[config.mk]
export PLATFORM = sky130hd
export DESIGN_NAME = mm4_merge
export DESIGN_NICKNAME = d
export VERILOG_FILES = /design/src/design/mm4_pkg.sv /design/src/design/mm4_merge.sv
export SDC_FILE = /design/constraint.sdc
export NUM_CORES = 1
export LEC_CHECK = 0
export BUFFER_PORTS_ARGS = -buffer_cell sky130_fd_sc_hd__buf_2
export CAP_MARGIN = 20
export CORE_AREA = 5 5 150 152
export DETAILED_ROUTE_END_ITERATION = 12
export DIE_AREA = 0 0 155 157
export GPL_TIMING_DRIVEN = 0
export MAX_ROUTING_LAYER = met4
export PLACE_DENSITY_LB_ADDON = 0.12
export SETUP_SLACK_MARGIN = 0.1
export SYNTH_ARGS = -nofsm -noshare
export SYNTH_HDL_FRONTEND = slang
export SYNTH_SLANG_ARGS = --single-unit
[constraint.sdc]
create_clock -name vclk -period 1.13
set_input_delay 0 -clock vclk [all_inputs]
set_output_delay 0 -clock vclk [all_outputs]
set_load 0.01 [all_outputs]
[src/design/mm4_pkg.sv]
`timescale 1ns / 1ps
// ----------------------------------------------------------------------------
// mm4_pkg
// Shared types and constants for the 4x4 fixed-point matrix multiply unit.
// ----------------------------------------------------------------------------
package mm4_pkg;

  localparam int unsigned NUM_LANES = 4;
  localparam int unsigned ELEM_W    = 32;
  localparam int unsigned ROW_W     = 2;

  localparam logic KIND_STORE = 1'b0;
  localparam logic KIND_MULT  = 1'b1;

  typedef struct packed {
    logic                     kind;
    logic [ROW_W-1:0]         row_index;
    logic signed [ELEM_W-1:0] elem0;
    logic signed [ELEM_W-1:0] elem1;
    logic signed [ELEM_W-1:0] elem2;
    logic signed [ELEM_W-1:0] elem3;
  } in_item_t;

  typedef struct packed {
    logic [ROW_W-1:0]         out_row;
    logic signed [ELEM_W-1:0] prod0;
    logic signed [ELEM_W-1:0] prod1;
    logic signed [ELEM_W-1:0] prod2;
    logic signed [ELEM_W-1:0] prod3;
    logic                     saturated;
  } out_item_t;

endpackage

[src/design/mm4_merge.sv]
`timescale 1ns / 1ps
// ----------------------------------------------------------------------------
// mm4_merge
// Scales the four lane sums back to Q format, saturates each column and
// combines the clip indications into one flag.
// ----------------------------------------------------------------------------
module mm4_merge #(
  parameter int unsigned DATA_WIDTH = 32,
  parameter int unsigned FRAC_BITS  = 16
) (
  input  logic signed [2*DATA_WIDTH+1:0]     sum_i  [4],
  output logic signed [mm4_pkg::ELEM_W-1:0]  prod_o [4],
  output logic                               sat_o
);

  localparam int unsigned SW = 2 * DATA_WIDTH + 2;
  localparam logic signed [DATA_WIDTH-1:0] MAXV = {1'b0, {(DATA_WIDTH-1){1'b1}}};
  localparam logic signed [DATA_WIDTH-1:0] MINV = {1'b1, {(DATA_WIDTH-1){1'b0}}};

  logic signed [SW-1:0]         shifted [4];
  logic [SW-DATA_WIDTH:0]       top_bits [4];
  logic                         fits [4];
  logic signed [DATA_WIDTH-1:0] res [4];

  always_comb begin
    sat_o = 1'b0;
    for (int c = 0; c < 4; c++) begin
      shifted[c]  = sum_i[c] >>> FRAC_BITS;
      top_bits[c] = shifted[c][SW-1:DATA_WIDTH-1];
      fits[c]     = (&top_bits[c]) || !(|top_bits[c]);
      if (fits[c]) begin
        res[c] = shifted[c][DATA_WIDTH-1:0];
      end else if (shifted[c][SW-1]) begin
        res[c] = MINV;
      end else begin
        res[c] = MAXV;
      end
      sat_o     = sat_o | !fits[c];
      prod_o[c] = mm4_pkg::ELEM_W'(res[c]);
    end
  end

endmodule

Word-level counts from Yosys, hierarchy flattened. Index checks and enable logic that the tools add are counted.

Output and inout port bits: 129. Logic and storage cells: 31. Input port bits: 264. Register bits: 0.

Mux-type cells: 8. Reductions and logical operators: 20. Bitwise operators: 3.

Operators with widths (number): 32-bit 2-to-1 mux (8); 19-bit AND reduction (4); 19-bit OR reduction (4); 1-bit logical NOT (8); 1-bit logical OR (4); 1-bit bitwise OR (3).

Logic depth before layout (Yosys ltp).
Word-level depth: 7. Gate-level depth with buffers: 6. Depth with buffers taken out: 5.

Worst setup path after synthesis. OpenSTA, ideal clock, no wires.

Path kind: input to output. Start point: input port sum_i[256] in the netlist's numbering. End point: output port sat_o. Data required time: 1130 ps. Slack: 44 ps. Stages: 6. Arrival time: 1086 ps. Buffers on the path: 1. Cells stage by stage: nor4_1 nand4_1 nor4_2 a31o_2 buf_6 nand4_1.

Word-level cells in the longest chain between the ends: 7. Elaborated cells on any way between the ends: 8. Those cells by class: bitwise: 3; reduce/logical: 5.

RTL lines: start: declaration (line mm4_merge.sv:11) `input logic signed [2*DATA_WIDTH+1:0] sum_i [4],`; 19-bit OR reduction (line mm4_merge.sv:30) `fits[c] = (&top_bits[c]) || !(|top_bits[c]);`; 1-bit logical NOT (line mm4_merge.sv:30); 1-bit logical OR (*) (line mm4_merge.sv:30); 1-bit logical NOT (*) (line mm4_merge.sv:38) `sat_o = sat_o | !fits[c];`; 1-bit bitwise OR (*) (3 in series) (line mm4_merge.sv:38); end: declaration (line mm4_merge.sv:13) `output logic sat_o`.

Mark *: on every way between the ends. The rest lies on a longest branch, timed or not.

==> results.sh <==
export IMPL_timing_max_slew_rel_slack_pct=60.77
export IMPL_worst_setup_path_type="input pin to output pin"
export IMPL_setup_viol=125
export IMPL_drt_wirelength_per_cell_um=15.63
export IMPL_boundaryPins=393
export IMPL_setup_worst_path_start_class="input pin"
export IMPL_worst_setup_path_startpoint="sum_i[247]"
export IMPL_syn_area_um2=1773
export IMPL_cts_hold_buffers_added=0
export IMPL_vias=3306
export IMPL_run_status="complete, but fails checks"
export IMPL_final_min_clock_period_ps=1513
export IMPL_floorplan_die_height_um=157
export IMPL_ir_worst_vdd_mv=0.1184
export IMPL_worstHoldPathType="input pin to output pin"
export IMPL_syn_nets=477
export IMPL_final_antenna_net_count=0
export IMPL_power_internal_mw=1.028
export IMPL_worst_ep_arrival_time_ps=1510
export IMPL_synth_top_cells_by_area="a21o_2, a21o_1, buf_6"
export IMPL_clockPowerShare_pct=0
export IMPL_timing_fmax_ghz=0.6608
export IMPL_yosysSeqAreaShare_pct=0
export IMPL_placed_cells=817
export IMPL_crit_required_ps=1130
export IMPL_grt_start_max_net_pins=11
export IMPL_fin_crit_sh_pct=133.9
export IMPL_power_frac_comb_pct=100.0
export IMPL_endpoint_kind="output pin"
export IMPL_hold_end="prod_o[88]"
export IMPL_total_negative_slack_ps=-40220
export IMPL_synthDominantCellAreaShare_pct=40.51
export IMPL_slew_at_the_pin_closest_to_its_max_slew_limit_ps=588.4
export IMPL_postRouteWirelength_um=13180
export IMPL_global_route_wire_length_before_repair_um=18060
export IMPL_area_sequential_um2=0
export IMPL_setup_slack_ps=-383.4
export IMPL_drt_first_pass_iters=4
export IMPL_grt_overflow=0
export IMPL_core_area_um2=20890
export IMPL_row_count=53
export IMPL_syn_area_per_cell_um2=8.324
export IMPL_drt_drc_violations_left=0
export IMPL_failed_checks="setup timing"
export IMPL_power_frac_seq_pct=0
export IMPL_floorplan_initialDensity_pct=8.488
export IMPL_hold_worst_slack_ps=272.2
export IMPL_netlist_top_cell_by_area="a21o_2"
export IMPL_global_route_usage_total_pct=9.176
export IMPL_area_growth_synth_to_final_pct=212.5
export IMPL_finalHoldViolations=0
export IMPL_p_total_mw=1.728
export IMPL_power_leakage_nw=2.831
export IMPL_port_buffer_count=329
export IMPL_seq_cell_count=0
export IMPL_cp_max_fanout=10
export IMPL_yosys_warnings=0
export IMPL_final_clkbuf_count=0
export IMPL_maxCapViolCount=0
export IMPL_worstHoldPathCells=3
export IMPL_post_synth_inst_count=213
export IMPL_place_detailed_hpwl_um=10660
export IMPL_via_per_inst=3.922
export IMPL_pwr_density_cell_nw_per_um2=311.9
export IMPL_grt_antenna_before_repair=2
export IMPL_dieArea_um2=24340
export IMPL_pre_cts_ws_ps=-385.3
export IMPL_fin_nets=832
export IMPL_stdcell_count=843
export IMPL_setup_repair_after_global_routing_missed_its_margin="yes"
export IMPL_hold_path_startpoint="sum_i[172]"
export IMPL_switching_power_mw=0.7006
export IMPL_drt_iter0_drc=65
export IMPL_first_global_vias=3474
export IMPL_p_sw_share_pct=40.54
export IMPL_finalMaxSlewViolations=0
export IMPL_drive_gt1_share_pct=86.04
export IMPL_synth_cell_types=12
export IMPL_gp_routability_congestion=0.9055
export IMPL_chipWidth_um=155
## cell families (layout without fill, tap and decap cells)
kind of cell    count (synthesis)  in the layout  synth area share, %
other cells                     0              2                    0
simple gates                   53             53                18.98
compound gates                132            132                63.66
buf+inv                        28            381                17.36
## cell usage after synthesis
cell type	count
a21o_1	42
a21o_2	82
a311oi_2	4
a31o_2	4
and3_1	4
buf_6	24
dlygate4sd1_1	2
dlygate4sd3_1	2
nand4_1	21
nor2_1	8
nor4_1	16
nor4_2	4
## worst max-delay path, stage by stage
cell and delay (ps):
buf_2 130, nor4_4 260, nand4_1 200, nor4_4 280, a311oi_4 140, buf_6 190
a21o_2 190, buf_6 120
## power groups by stage
stage                     Combinational, mW    Clock, mW  Sequential [mW]
after global routing                   1.84  0.000000237                0
after global placement                 1.22            0                0
after detailed placement               1.22            0                0
after CTS                              1.59            0                0
final                                  1.73  0.000000238                0
after floorplan                       0.506            0                0
## area by class of cell
| cell class | count | area, um^2 |
|---|---|---|
| Tap cell | 275 | 344.1 |
| Buffer | 28 | 324.1 |
| Timing Repair Buffer | 353 | 2656 |
| Antenna cell | 2 | 5.005 |
| Multi-Input combinational cell | 185 | 2211 |
| Fill cell | 2231 | 15350 |
## what timing repair did
action                                  in CTS  in global routing
endpoints found under the setup margin     125                125
gates cloned                                 9                  7
hold endpoints to repair                     0                  0
pin swaps                                   11                 20
resized for setup                          175                 85
buffers inserted                             7                  1
## layout by cell type, fill, tap and decap left out
cell	instances
clkbuf_16	2
nor4_4	16
a21o_4	68
buf_4	10
diode_2	2
buf_2	211
a311oi_4	4
buf_12	1
dlygate4sd3_1	2
dlygate4sd1_1	2
a21o_2	14
nor4_2	4
nor2_1	8
buf_6	148
nand4_1	21
a31o_4	4
buf_8	5
a21o_1	42
and3_1	4
## routing by layer
layer | GRT usage, % | vias to the layer above | part of all wire, %
li1 | - | 1569 | -
met1 | 10.23 | 1555 | 36
met2 | 18.12 | 174 | 56
met3 | 1.292 | 8 | 7.0
met4 | 0.3785 | 0 | 1.3
met5 | - | - | 0
## metrics by stage
step / instance area (um^2) / utilization, %
after floorplan: 1956 / -
after global placement: 3946 / 18.89
after detailed placement: 3946 / 18.89
after CTS: 4996 / 23.92
after global routing: 5540 / 26.52
final: 5540 / 26.52
## worst max path at each step
| stage | end | slack [ps] | depth (start not counted) |
|---|---|---|---|
| 2_1_floorplan | sat_o | 60 | 6 |
| 3_3_place_gp | sat_o | -430 | 8 |
| 3_5_place_dp | sat_o | -390 | 8 |
| 4_1_cts | sat_o | -340 | 8 |
| 5_1_grt | prod_o[104] | -460 | 8 |
| 6_report | prod_o[104] | -380 | 8 |
Note: power is estimated with default switching activity, not from simulation.
